## src/sv/psd_pkg.sv

```systemverilog
package psd_pkg;

   localparam int MaxInsertedDefault = 31;
   localparam int CoordWidth = 32;
   localparam int FaceWidth = 3;
   localparam int ReqDataWidth = 200;   // 6*32 + 3 = 195, padded to bytes
   localparam int RspDataWidth = 200;   // 6*32 + 3 = 195, padded to bytes
   localparam int RspPayloadWidth = 195;

   localparam int SqWidth = 68;         // sum of three 33-bit squares
   localparam int RootWidth = 36;
   localparam int RootSteps = SqWidth / 2;   // one root bit per pair of sum bits
   localparam int DiffWidth = 33;
   localparam int ProdWidth = 39;       // 33-bit diff times 6-bit j
   localparam int DivStepsN = 36;       // quotient bits for dist/spacing
   localparam int DivStepsLerp = ProdWidth;

   typedef enum logic [3:0] {
      ST_IDLE,
      ST_SQUARE,
      ST_ROOT,
      ST_COUNT,
      ST_LERP_MUL,
      ST_LERP_DIV,
      ST_EMIT_INS,
      ST_EMIT_LAST
   } state_type;

   typedef struct packed {
      logic                 start;
      logic [ProdWidth-1:0] dividend;
      logic [ProdWidth-1:0] divisor;
      logic [5:0]           steps;
   } div_cmd_type;

   typedef struct packed {
      logic                 done;
      logic [ProdWidth-1:0] quotient;
   } div_sts_type;

endpackage

```

## src/sv/psd_divider.sv

```systemverilog
module psd_divider (
   input  logic                 clock,
   input  logic                 reset,
   input  psd_pkg::div_cmd_type cmd,
   output psd_pkg::div_sts_type sts
);
   import psd_pkg::*;

   logic [ProdWidth-1:0] quot_ff, quot_in;
   logic [ProdWidth-1:0] rem_ff, rem_in;
   logic [ProdWidth-1:0] dsr_ff, dsr_in;
   logic [5:0]           cnt_ff, cnt_in;
   logic                 busy_ff, busy_in;
   logic                 done_ff, done_in;
   logic [ProdWidth:0]   trial;

   // restoring division, one quotient bit per cycle, MSB first
   always_comb begin
      quot_in = quot_ff;
      rem_in  = rem_ff;
      dsr_in  = dsr_ff;
      cnt_in  = cnt_ff;
      busy_in = busy_ff;
      done_in = 1'b0;
      trial   = '0;
      if (cmd.start) begin
         quot_in = cmd.dividend << (6'(ProdWidth) - cmd.steps);
         rem_in  = '0;
         dsr_in  = cmd.divisor;
         cnt_in  = cmd.steps;
         busy_in = 1'b1;
      end else if (busy_ff) begin
         trial = {rem_ff, quot_ff[ProdWidth-1]} - {1'b0, dsr_ff};
         if (!trial[ProdWidth]) begin
            rem_in  = trial[ProdWidth-1:0];
            quot_in = {quot_ff[ProdWidth-2:0], 1'b1};
         end else begin
            rem_in  = {rem_ff[ProdWidth-2:0], quot_ff[ProdWidth-1]};
            quot_in = {quot_ff[ProdWidth-2:0], 1'b0};
         end
         cnt_in = cnt_ff - 6'd1;
         if (cnt_ff == 6'd1) begin
            busy_in = 1'b0;
            done_in = 1'b1;
         end
      end
   end

   always_ff @(posedge clock) begin
      if (reset) begin
         busy_ff <= 1'b0;
         done_ff <= 1'b0;
      end else begin
         busy_ff <= busy_in;
         done_ff <= done_in;
      end
      quot_ff <= quot_in;
      rem_ff  <= rem_in;
      dsr_ff  <= dsr_in;
      cnt_ff  <= cnt_in;
   end

   assign sts.done     = done_ff;
   assign sts.quotient = quot_ff;

endmodule

```

## src/sv/polyline_segment_densifier_unit.sv

```systemverilog
// Polyline resampler for well-path intersection points.
// req_ channel: one point per request; rsp_ channel: the points it causes,
// inserted points (each twice) then the incoming point with rsp_tlast high.
// csr_wr_en/csr_wr_data write max_spacing (zero: pass every point through).
// A point passed through (first point, no previous point, zero spacing) has its
// result valid the cycle after acceptance.
// Any other point computes three squares (one 33x33 multiplier), a
// shift-and-subtract square root and one compare; with no insertion the
// compare leads straight to its result. With insertion a count division
// runs first, then each inserted point takes five multiplies and five 39-step
// divisions on the shared bit-serial divider plus its two results.
// req_tready is low while a point is in work; one request at a time.
// A stalled rsp_tready holds the current result and the sequencer.
// Reset (synchronous) clears max_spacing and the previous point.
module polyline_segment_densifier_unit #(
   parameter int MaxInserted = psd_pkg::MaxInsertedDefault
) (
   input  logic                              clock,
   input  logic                              reset,
   input  logic                              csr_wr_en,
   input  logic [31:0]                       csr_wr_data,
   input  logic                              req_tvalid,
   output logic                              req_tready,
   // pos_x, pos_y, pos_z, depth_md, depth_tvd, cell_index, face_code, zero pad
   input  logic [psd_pkg::ReqDataWidth-1:0]  req_tdata,
   input  logic                              req_tuser,   // first_point
   output logic                              rsp_tvalid,
   input  logic                              rsp_tready,
   // out_x, out_y, out_z, out_md, out_tvd, out_cell, out_face, zero pad
   output logic [psd_pkg::RspDataWidth-1:0]  rsp_tdata,
   output logic                              rsp_tuser,   // is_inserted
   output logic                              rsp_tlast    // last_of_run
);
   import psd_pkg::*;

   localparam int CntW = $clog2(MaxInserted + 2);

   state_type state_ff, state_in;
   logic [31:0] spacing_ff;
   logic        have_prev_ff;
   logic [31:0] prev_ff [5];
   logic [31:0] cur_ff [5];
   logic [31:0] cell_ff;
   logic [2:0]  face_ff;
   logic [31:0] ipt_ff [5], ipt_in [5];
   logic [SqWidth-1:0]   sum_ff, sum_in;
   logic [RootWidth-1:0] root_ff, root_in;
   logic [RootWidth+1:0] rem_ff, rem_in;
   logic [5:0]  step_ff, step_in;      // square/multiply phase or root bit index
   logic [CntW-1:0] n_ff, n_in, j_ff, j_in;
   logic [2:0]  comp_ff, comp_in;
   logic        dup_ff, dup_in;
   logic        busy_div_ff, busy_div_in;
   logic [ProdWidth-1:0] prod_ff, prod_in;
   logic        neg_ff, neg_in;
   logic [65:0] mul_ff;
   logic [32:0] mul_a, mul_b;
   logic [DiffWidth-1:0] diff;
   div_cmd_type div_cmd;
   div_sts_type div_sts;

   // multiplier operand magnitude, root step terms and low quotient bits
   logic [DiffWidth-1:0] mag_d;
   logic [RootWidth+1:0] rem_shift;
   logic [RootWidth+1:0] root_trial;
   logic [31:0] q_mag;

   always_ff @(posedge clock) begin
      mul_ff <= mul_a * mul_b;
   end

   psd_divider u_div (
      .clock (clock),
      .reset (reset),
      .cmd   (div_cmd),
      .sts   (div_sts)
   );

   always_comb begin
      diff  = {cur_ff[comp_ff][31] & (comp_ff < 3'd3), cur_ff[comp_ff]}
            - {prev_ff[comp_ff][31] & (comp_ff < 3'd3), prev_ff[comp_ff]};
      mag_d = diff[DiffWidth-1] ? -diff : diff;
      // bring down the next two bits of the sum
      rem_shift  = {rem_ff[RootWidth-1:0], sum_ff[SqWidth-1 -: 2]};
      root_trial = {root_ff, 2'b01};
      q_mag = div_sts.quotient[31:0];
   end

   always_comb begin
      state_in    = state_ff;
      sum_in      = sum_ff;
      root_in     = root_ff;
      rem_in      = rem_ff;
      step_in     = step_ff;
      n_in        = n_ff;
      j_in        = j_ff;
      comp_in     = comp_ff;
      dup_in      = dup_ff;
      busy_div_in = busy_div_ff;
      prod_in     = prod_ff;
      neg_in      = neg_ff;
      for (int i = 0; i < 5; i++) ipt_in[i] = ipt_ff[i];
      mul_a       = mag_d;
      mul_b       = mag_d;
      div_cmd     = '0;
      req_tready  = 1'b0;
      rsp_tvalid  = 1'b0;
      rsp_tuser   = 1'b0;
      rsp_tlast   = 1'b0;
      case (state_ff)
         ST_IDLE: begin
            req_tready = !reset;
            if (req_tvalid) begin
               if (req_tuser || !have_prev_ff || spacing_ff == 32'd0)
                  state_in = ST_EMIT_LAST;
               else
                  state_in = ST_SQUARE;
            end
         end
         ST_SQUARE: begin
            // step_ff: 0 issue, 1 wait, 2 accumulate
            if (step_ff == 6'd0) begin
               step_in = 6'd1;
            end else if (step_ff == 6'd1) begin
               step_in = 6'd2;
            end else begin
               sum_in  = sum_ff + SqWidth'(mul_ff);
               step_in = 6'd0;
               if (comp_ff == 3'd2) begin
                  comp_in  = 3'd0;
                  root_in  = '0;
                  rem_in   = '0;
                  step_in  = 6'(RootSteps - 1);
                  state_in = ST_ROOT;
               end else begin
                  comp_in = comp_ff + 3'd1;
               end
            end
         end
         ST_ROOT: begin
            sum_in = sum_ff << 2;
            if (rem_shift >= root_trial) begin
               rem_in  = rem_shift - root_trial;
               root_in = {root_ff[RootWidth-2:0], 1'b1};
            end else begin
               rem_in  = rem_shift;
               root_in = {root_ff[RootWidth-2:0], 1'b0};
            end
            if (step_ff == 6'd0) begin
               state_in = ST_COUNT;
               busy_div_in = 1'b0;
            end else begin
               step_in = step_ff - 6'd1;
            end
         end
         ST_COUNT: begin
            if (root_ff <= 36'(spacing_ff)) begin
               state_in = ST_EMIT_LAST;
            end else if (!busy_div_ff) begin
               div_cmd.start    = 1'b1;
               div_cmd.dividend = ProdWidth'(root_ff);
               div_cmd.divisor  = ProdWidth'(spacing_ff);
               div_cmd.steps    = 6'(DivStepsN);
               busy_div_in      = 1'b1;
            end else if (div_sts.done) begin
               busy_div_in = 1'b0;
               if (div_sts.quotient > ProdWidth'(MaxInserted))
                  n_in = CntW'(MaxInserted + 1);
               else
                  n_in = CntW'(div_sts.quotient) + CntW'(1);
               j_in     = CntW'(1);
               comp_in  = 3'd0;
               step_in  = 6'd0;
               state_in = ST_LERP_MUL;
            end
         end
         ST_LERP_MUL: begin
            mul_a = mag_d;
            mul_b = 33'(j_ff);
            if (step_ff == 6'd0) begin
               step_in = 6'd1;
            end else begin
               prod_in  = ProdWidth'(mul_ff);
               neg_in   = diff[DiffWidth-1];
               step_in  = 6'd0;
               state_in = ST_LERP_DIV;
            end
         end
         ST_LERP_DIV: begin
            if (!busy_div_ff) begin
               div_cmd.start    = 1'b1;
               div_cmd.dividend = prod_ff;
               div_cmd.divisor  = ProdWidth'(n_ff);
               div_cmd.steps    = 6'(DivStepsLerp);
               busy_div_in      = 1'b1;
            end else if (div_sts.done) begin
               busy_div_in = 1'b0;
               // truncation toward zero: negate the magnitude quotient
               ipt_in[comp_ff] = prev_ff[comp_ff] + (neg_ff ? -q_mag : q_mag);
               if (comp_ff == 3'd4) begin
                  comp_in  = 3'd0;
                  dup_in   = 1'b0;
                  state_in = ST_EMIT_INS;
               end else begin
                  comp_in  = comp_ff + 3'd1;
                  state_in = ST_LERP_MUL;
               end
            end
         end
         ST_EMIT_INS: begin
            rsp_tvalid = 1'b1;
            rsp_tuser  = 1'b1;
            if (rsp_tready) begin
               if (!dup_ff) begin
                  dup_in = 1'b1;
               end else if (j_ff == n_ff - CntW'(1)) begin
                  state_in = ST_EMIT_LAST;
               end else begin
                  j_in     = j_ff + CntW'(1);
                  state_in = ST_LERP_MUL;
               end
            end
         end
         ST_EMIT_LAST: begin
            rsp_tvalid = 1'b1;
            rsp_tlast  = 1'b1;
            if (rsp_tready) state_in = ST_IDLE;
         end
         default: state_in = ST_IDLE;
      endcase
   end

   always_comb begin
      rsp_tdata = '0;
      if (state_ff == ST_EMIT_INS) begin
         rsp_tdata[159:0] = {ipt_ff[4], ipt_ff[3], ipt_ff[2], ipt_ff[1], ipt_ff[0]};
      end else begin
         rsp_tdata[159:0] = {cur_ff[4], cur_ff[3], cur_ff[2], cur_ff[1], cur_ff[0]};
      end
      rsp_tdata[191:160] = cell_ff;
      rsp_tdata[RspPayloadWidth-1:192] = face_ff;
   end

   always_ff @(posedge clock) begin
      if (reset) begin
         state_ff     <= ST_IDLE;
         spacing_ff   <= '0;
         have_prev_ff <= 1'b0;
         busy_div_ff  <= 1'b0;
         for (int i = 0; i < 5; i++) cur_ff[i] <= '0;
      end else begin
         state_ff    <= state_in;
         busy_div_ff <= busy_div_in;
         if (csr_wr_en) spacing_ff <= csr_wr_data;
         if (req_tvalid && req_tready) begin
            for (int i = 0; i < 5; i++) cur_ff[i] <= req_tdata[32*i +: 32];
            have_prev_ff <= 1'b1;
         end
      end
      // previous point is the point accepted before the current one
      if (reset) begin
         for (int i = 0; i < 5; i++) prev_ff[i] <= '0;
      end else if (req_tvalid && req_tready) begin
         for (int i = 0; i < 5; i++) prev_ff[i] <= cur_ff[i];
      end
      if (req_tvalid && req_tready) begin
         cell_ff <= req_tdata[191:160];
         face_ff <= req_tdata[194:192];
      end
      if (req_tvalid && req_tready) begin
         sum_ff  <= '0;
         comp_ff <= 3'd0;
         step_ff <= 6'd0;
      end else begin
         sum_ff  <= sum_in;
         comp_ff <= comp_in;
         step_ff <= step_in;
      end
      root_ff <= root_in;
      rem_ff  <= rem_in;
      n_ff    <= n_in;
      j_ff    <= j_in;
      dup_ff  <= dup_in;
      prod_ff <= prod_in;
      neg_ff  <= neg_in;
      for (int i = 0; i < 5; i++) ipt_ff[i] <= ipt_in[i];
   end

   a_no_accept_busy: assert property (@(posedge clock) disable iff (reset)
      (state_ff != ST_IDLE) |-> !req_tready)
      else $error("request taken while busy");
   a_hold_stall: assert property (@(posedge clock) disable iff (reset)
      (rsp_tvalid && !rsp_tready) |=> (rsp_tvalid && $stable(rsp_tdata)))
      else $error("result changed under stall");
   a_last_final: assert property (@(posedge clock) disable iff (reset)
      (rsp_tvalid && rsp_tready && rsp_tlast) |=> (state_ff == ST_IDLE))
      else $error("run continued after last");

endmodule
```

## config.mk

```make
export PLATFORM = sky130hd
export DESIGN_NAME = polyline_segment_densifier_unit
export DESIGN_NICKNAME = d
export VERILOG_FILES = /design/src/sv/psd_pkg.sv /design/src/sv/psd_divider.sv /design/src/sv/polyline_segment_densifier_unit.sv
export SDC_FILE = /design/constraint.sdc
export NUM_CORES = 2
export LEC_CHECK = 0
export ABC_AREA = 1
export ABC_CLOCK_PERIOD_IN_PS = 23500
export BUFFER_PORTS_ARGS = -buffer_cell sky130_fd_sc_hd__buf_2
export CAP_MARGIN = 10
export CORE_ASPECT_RATIO = 1.1
export CORE_MARGIN = 2
export CORE_UTILIZATION = 35
export DETAILED_ROUTE_END_ITERATION = 7
export HOLD_SLACK_MARGIN = 0.12
export PLACE_DENSITY = 0.6
export SLEW_MARGIN = 30
export SYNTH_ARGS = -nofsm -noshare
export SYNTH_HDL_FRONTEND = slang
export SYNTH_SLANG_ARGS = --single-unit
```

## constraint.sdc

```tcl
create_clock -name clock -period 23.5 [get_ports clock]
set_input_delay 4.7 -clock clock [delete_from_list [all_inputs] [get_ports clock]]
set_output_delay 4.7 -clock clock [all_outputs]
set_load 0.03 [all_outputs]
```

### Yosys cells after proc, flatten, opt, wreduce, memory -nomap -nowiden

Memories as Yosys holds them, arrays and structs flattened. A register that Yosys moved wholly into a read port is not among the register bits.
Cells that the tools add are included.

| storage, ports and cells | value |
|---|---|
| output and inout bits | 204 |
| bits in writable memories | 480 |
| logic and storage cells | 237 |
| register bits after elaboration | 466 |
| input port bits | 238 |
| memories kept | 3 |

Memory list:

| memory | depth | width | read ports | clocked after Yosys merged registers in | wr ports | RTL line | text |
|---|---|---|---|---|---|---|---|
| cur_ff | 5 | 32 | 6 | 1 | 5 | polyline_segment_densifier_unit.sv:42 | `logic [31:0] cur_ff [5];` |
| ipt_ff | 5 | 32 | 5 | 0 | 5 | polyline_segment_densifier_unit.sv:45 | `logic [31:0] ipt_ff [5], ipt_in [5];` |
| prev_ff | 5 | 32 | 1 | 1 | 5 | polyline_segment_densifier_unit.sv:41 | `logic [31:0] prev_ff [5];` |

| cells by class | value |
|---|---|
| bitwise gates (word level) | 16 |
| equal/unequal tests | 31 |
| order comparisons | 6 |
| muxes and demuxes | 114 |
| reductions and logical operators | 28 |
| multiply operators | 1 |
| add/subtract/negate cells | 14 |
| shift-type cells | 1 |

Operators by type and width:

| cell | number |
|---|---|
| $mux 160 | 4 |
| $mux 32 | 12 |
| $mux 85 | 3 |
| $mux 36 | 7 |
| $pmux 85 s2 | 1 |
| $bwmux 160 | 1 |
| $pmux 36 s2 | 2 |
| $mux 68 | 2 |
| $pmux 68 s2 | 1 |
| $mux 39 | 3 |
| $demux 32 s3 | 1 |
| $mux 6 | 15 |
| $add 68x66->68 | 1 |
| $mul 33x33->66 | 1 |
| $mux 33 | 2 |
| $mux 4 | 14 |
| $mux 3 | 14 |
| $sub 40x39->40 | 1 |
| $gt 39x5->1 const B | 1 |
| $shl 39x6->39 | 1 |
| $ge 38x38->1 | 1 |
| $le 36x32->1 | 1 |
| $sub 36x36->36 | 1 |
| $neg 33->33 | 1 |
| other kinds (51) | 120 |

### Depth between registers and ports, before layout

| depth | value |
|---|---|
| depth in word-level cells | 9 |
| depth in mapped cells | 59 |
| mapped depth without buffers | 56 |

### By module

From an unflattened synthesis, not the netlist that was laid out.

| second synthesis, totals | value |
|---|---|
| cells, all modules | 11877 |
| area total of the unflattened synthesis | 93086.8 um^2 |

By module, submodules not included:

| module | sequential area each (um^2) | area an instance (um^2) | times used | cells each |
|---|---|---|---|---|
| polyline_segment_densifier_unit | 22881.9 | 82998.4 | 1 | 10311 |
| psd_divider | 3343.2 | 10088.4 | 1 | 1566 |

### Worst setup path after synthesis

Ideal clock, no wire load.

| timing | value |
|---|---|
| kind | input to register |
| from | input reset |
| to | memory cur_ff[0][0], enable pin |
| slack | 10246 ps |
| data required time | 22804 ps |
| path buffers | 2 |
| cell stages on the path | 5 |
| data arrival time | 12558 ps |
| cells stage by stage | nor2_1 > nand2_1 > clkbuf_1 > clkbuf_1 > nand2_1 |

RTL lines:

| item | RTL line | text |
|---|---|---|
| from (decl) | polyline_segment_densifier_unit.sv:19 | `input logic reset,` |
| to (decl) | polyline_segment_densifier_unit.sv:42 |  |

==> flow_metrics.py <==
metrics = {
    "run_status": {
        "status": "finished clean",
    },
    "finish": {
        "nFillCells": 26264,
        "final_area_um2": 97700,
        "drive_above_1_share": 0.0709,
        "mostFrequentLayoutCells": "inv_1 (2258), nand2_1 (2050), nor2_1 (1458), fa_1 (962), edfxtp_1 (717)",
        "multi_input_area_um2": 52900,
        "final-seq-area_um2": 26000,
        "final_common_cell": "inv_1",
        "synthToLayoutAreaGrowth_pct": 9.80,
        "final_nets": 12949,
    },
    "clock_network": {
        "cts_max_level": 3,
        "cts_tree": "yes",
        "clkSinkCount": 941,
        "clk_pin_slew_ns": 0.06,
        "cts_buffer_depth": 3,
        "cts_root_buffer": "clkbuf_16",
        "cts_setup_buffers": 0,
        "cts_buffers": 97,
        "cts_hold_repair.buffers": 0,
        "post_cts_resize_count": 0,
        "worstSkewPairLatency_ns": 0.75,
    },
    "routing": {
        "drcViolationCount": 0,
        "drt-initial-drc-count": 6433,
        "antenna_left": 0,
        "post_drt_wl_per_cell_um": 20.0,
        "vias": 73864,
        "via_per_inst": 5.04,
        "finalWirelength_um": 293000,
        "first_pass_iters": 6,
    },
    "synth": {
        "syn_area_um2": 89000,
        "ys_warn_count": 0,
        "yosys.area.top_type": "edfxtp_1",
        "synthTopCellsByArea": "edfxtp_1 (24%), fa_1 (22%), inv_1 (9.5%)",
        "ys.flop_type": "edfxtp_1",
        "async_flop_share": 0,
        "synth-simple-area-share": 0.179,
        "synth_edf_count": 717,
        "synth.top_cell.area_share": 0.242,
        "synth_top_family_by_area": "adder cells",
        "post_synth.cell_area_avg_um2": 8.12,
        "yosysUniqueCellTypes": 62,
        "ys_ff_latch": 941,
        "synth_xor_area_frac": 0.0236,
        "synth-compound-area-share": 0.101,
        "syn-instance-count": 10961,
        "synthMuxAreaShare": 0,
        "seq_area_frac_synth": 0.292,
        "synthAdderAreaFrac": 0.288,
    },
    "critical_path": {
        "crit_path_frequent_cell": "inv_1",
        "critical_path_arrival_ns": 14.72,
        "cp_max_fo": 55,
        "cp_slowest_cell": "dfxtp_4",
        "cp-end-kind": "flop",
        "ff2ff_setup_slack_ns": 9.44,
        "cp-start-kind": "flop",
        "worstSetupPathType": "reg -> reg",
        "cp.required_ns": 24.16,
        "max_stage_delay_ns": 0.76,
    },
    "placement": {
        "place_congestion": 0.959,
        "portBuffers": 431,
        "post-dp-hpwl_um": 227000,
        "post_dp_cell_area_um2": 94600,
    },
    "timing": {
        "hold_violations": 0,
        "tns_ns": 0,
        "setup_viol": 0,
        "max_freq_mhz": 71.1,
        "maxSlewHeadroom": 0.323,
        "period_share": 0.598,
        "slew_viol_final": 0,
        "worstMarginPinSlew_ns": 1.01,
        "rsz0062_at_grt": "no",
        "min_period_ns": 14.06,
        "fin_skew_ns": 0.105,
    },
    "die": {
        "fp.dieArea_um2": 258000,
        "die_x_um": 485,
        "chipHeight_um": 533,
        "ios": 442,
        "coreArea_um2": 253000,
        "start_util": 0.351,
        "rows": 194,
    },
    "global_route": {
        "grt_pass1_wl_um": 443000,
        "first_global_vias": 72880,
        "grt_use_total": 0.223,
        "grt_overflow": 0,
        "antenna_found_initial": 11,
        "grt_max_degree": 198,
    },
    "worst_hold_path": {
        "holdCritPathClass": "reg -> reg",
    },
    "job": {
        "drv_cap": 0,
    },
}
registers in the layout, indices dropped and copies added (netlist names), 3 cells and up, named ones only:
name	cells
spacing_ff	32
u_div.cnt_ff	6
ipt_ff	160
u_div.dsr_ff	32
state_ff	3
step_ff	6
cur_ff	160
prev_ff	160
root_ff	36
comp_ff	3
u_div.rem_ff	39
n_ff	6
mul_ff	66
j_ff	6
u_div.quot_ff	39
face_ff	3
sum_ff	68
cell_ff	32
prod_ff	39
rem_ff	36
routing by layer:
metal  track usage  share of wire  up-vias
met4        0.0962          0.048        6
met2         0.369           0.47     2855
met1         0.291           0.41    35760
li1              -              -    34673
met3        0.0302          0.076      570
met5             0        0.00013        -
metrics by stage:
| step | worst slack [ns] | instances | util | hold slack (ns) |
|---|---|---|---|---|
| detailed placement | 9.65 | 14473 | 0.373 | 0.459 |
| floorplan | 10.25 | 10992 | - | 0.412 |
| CTS | 9.57 | 14649 | 0.385 | 0.473 |
| global route | 8.73 | 14651 | 0.386 | 0.486 |
| global placement | 9.74 | 14473 | 0.373 | 0.455 |
| finish | 9.44 | 14653 | 0.386 | 0.472 |
Yosys cell counts (9+ instances only):
library cell,instances
nand2_2,21
a31oi_1,78
nand2_1,2058
o21a_1,32
buf_6,10
o21ai_2,9
nand3b_1,9
o22ai_1,38
nor3_1,75
nor2_1,1467
nor4_1,30
a21o_1,27
nor2_2,20
buf_2,93
dfxtp_1,224
clkbuf_1,207
o21ai_0,685
nand4_1,68
ha_1,508
o221ai_1,24
o21ai_1,10
inv_2,42
fa_1,962
a21oi_1,599
buf_4,28
buf_1,28
o211ai_1,46
o21bai_1,31
xor2_1,161
a21boi_0,18
nand3_1,228
inv_1,2261
xnor2_1,66
edfxtp_1,717
area by class of cell:
class / instances / area share
multi-input cells: 7376 / 0.541
flip-flops and latches: 941 / 0.266
inverters: 2309 / 0.0888
well taps: 3332 / 0.0427
repair buffers: 516 / 0.0291
clock buffers: 127 / 0.0263
clock inverters: 49 / 0.00524
diodes: 3 / 0.0000768
kinds of logic (layout without fill, tap and decap cells):
group           Yosys count  count (layout)
other cells               2              36
buf+inv                2675            3001
fa+ha+maj              1470            1470
flops                   941             941
xor+xnor                233             233
simple gates           4007            4007
compound gates         1633            1633
worst max-delay path, delay by kind of cell (launching register included):
family | cells | cell delay, ns
adders and majority gates | 10 | 4.95
buffers and inverters | 13 | 2.85
and+or+nand+nor | 15 | 2.70
AOI/OAI and AO/OA | 8 | 2.35
DFF | 1 | 0.76
xor gates and xnor gates | 1 | 0.22
final timing paths:
check,endpoint,start,depth (start not counted)
worst max-delay path,mul_ff[64],flop,47
worst min-delay path,u_div.rem_ff[1],u_div.rem_ff[1],2
worst max register to register,mul_ff[64],flop,47
worst min register to register,u_div.rem_ff[1],u_div.rem_ff[1],2
Power is not shown: default switching activity piles up to over one toggle a cycle in this logic, so the estimate is an artifact.
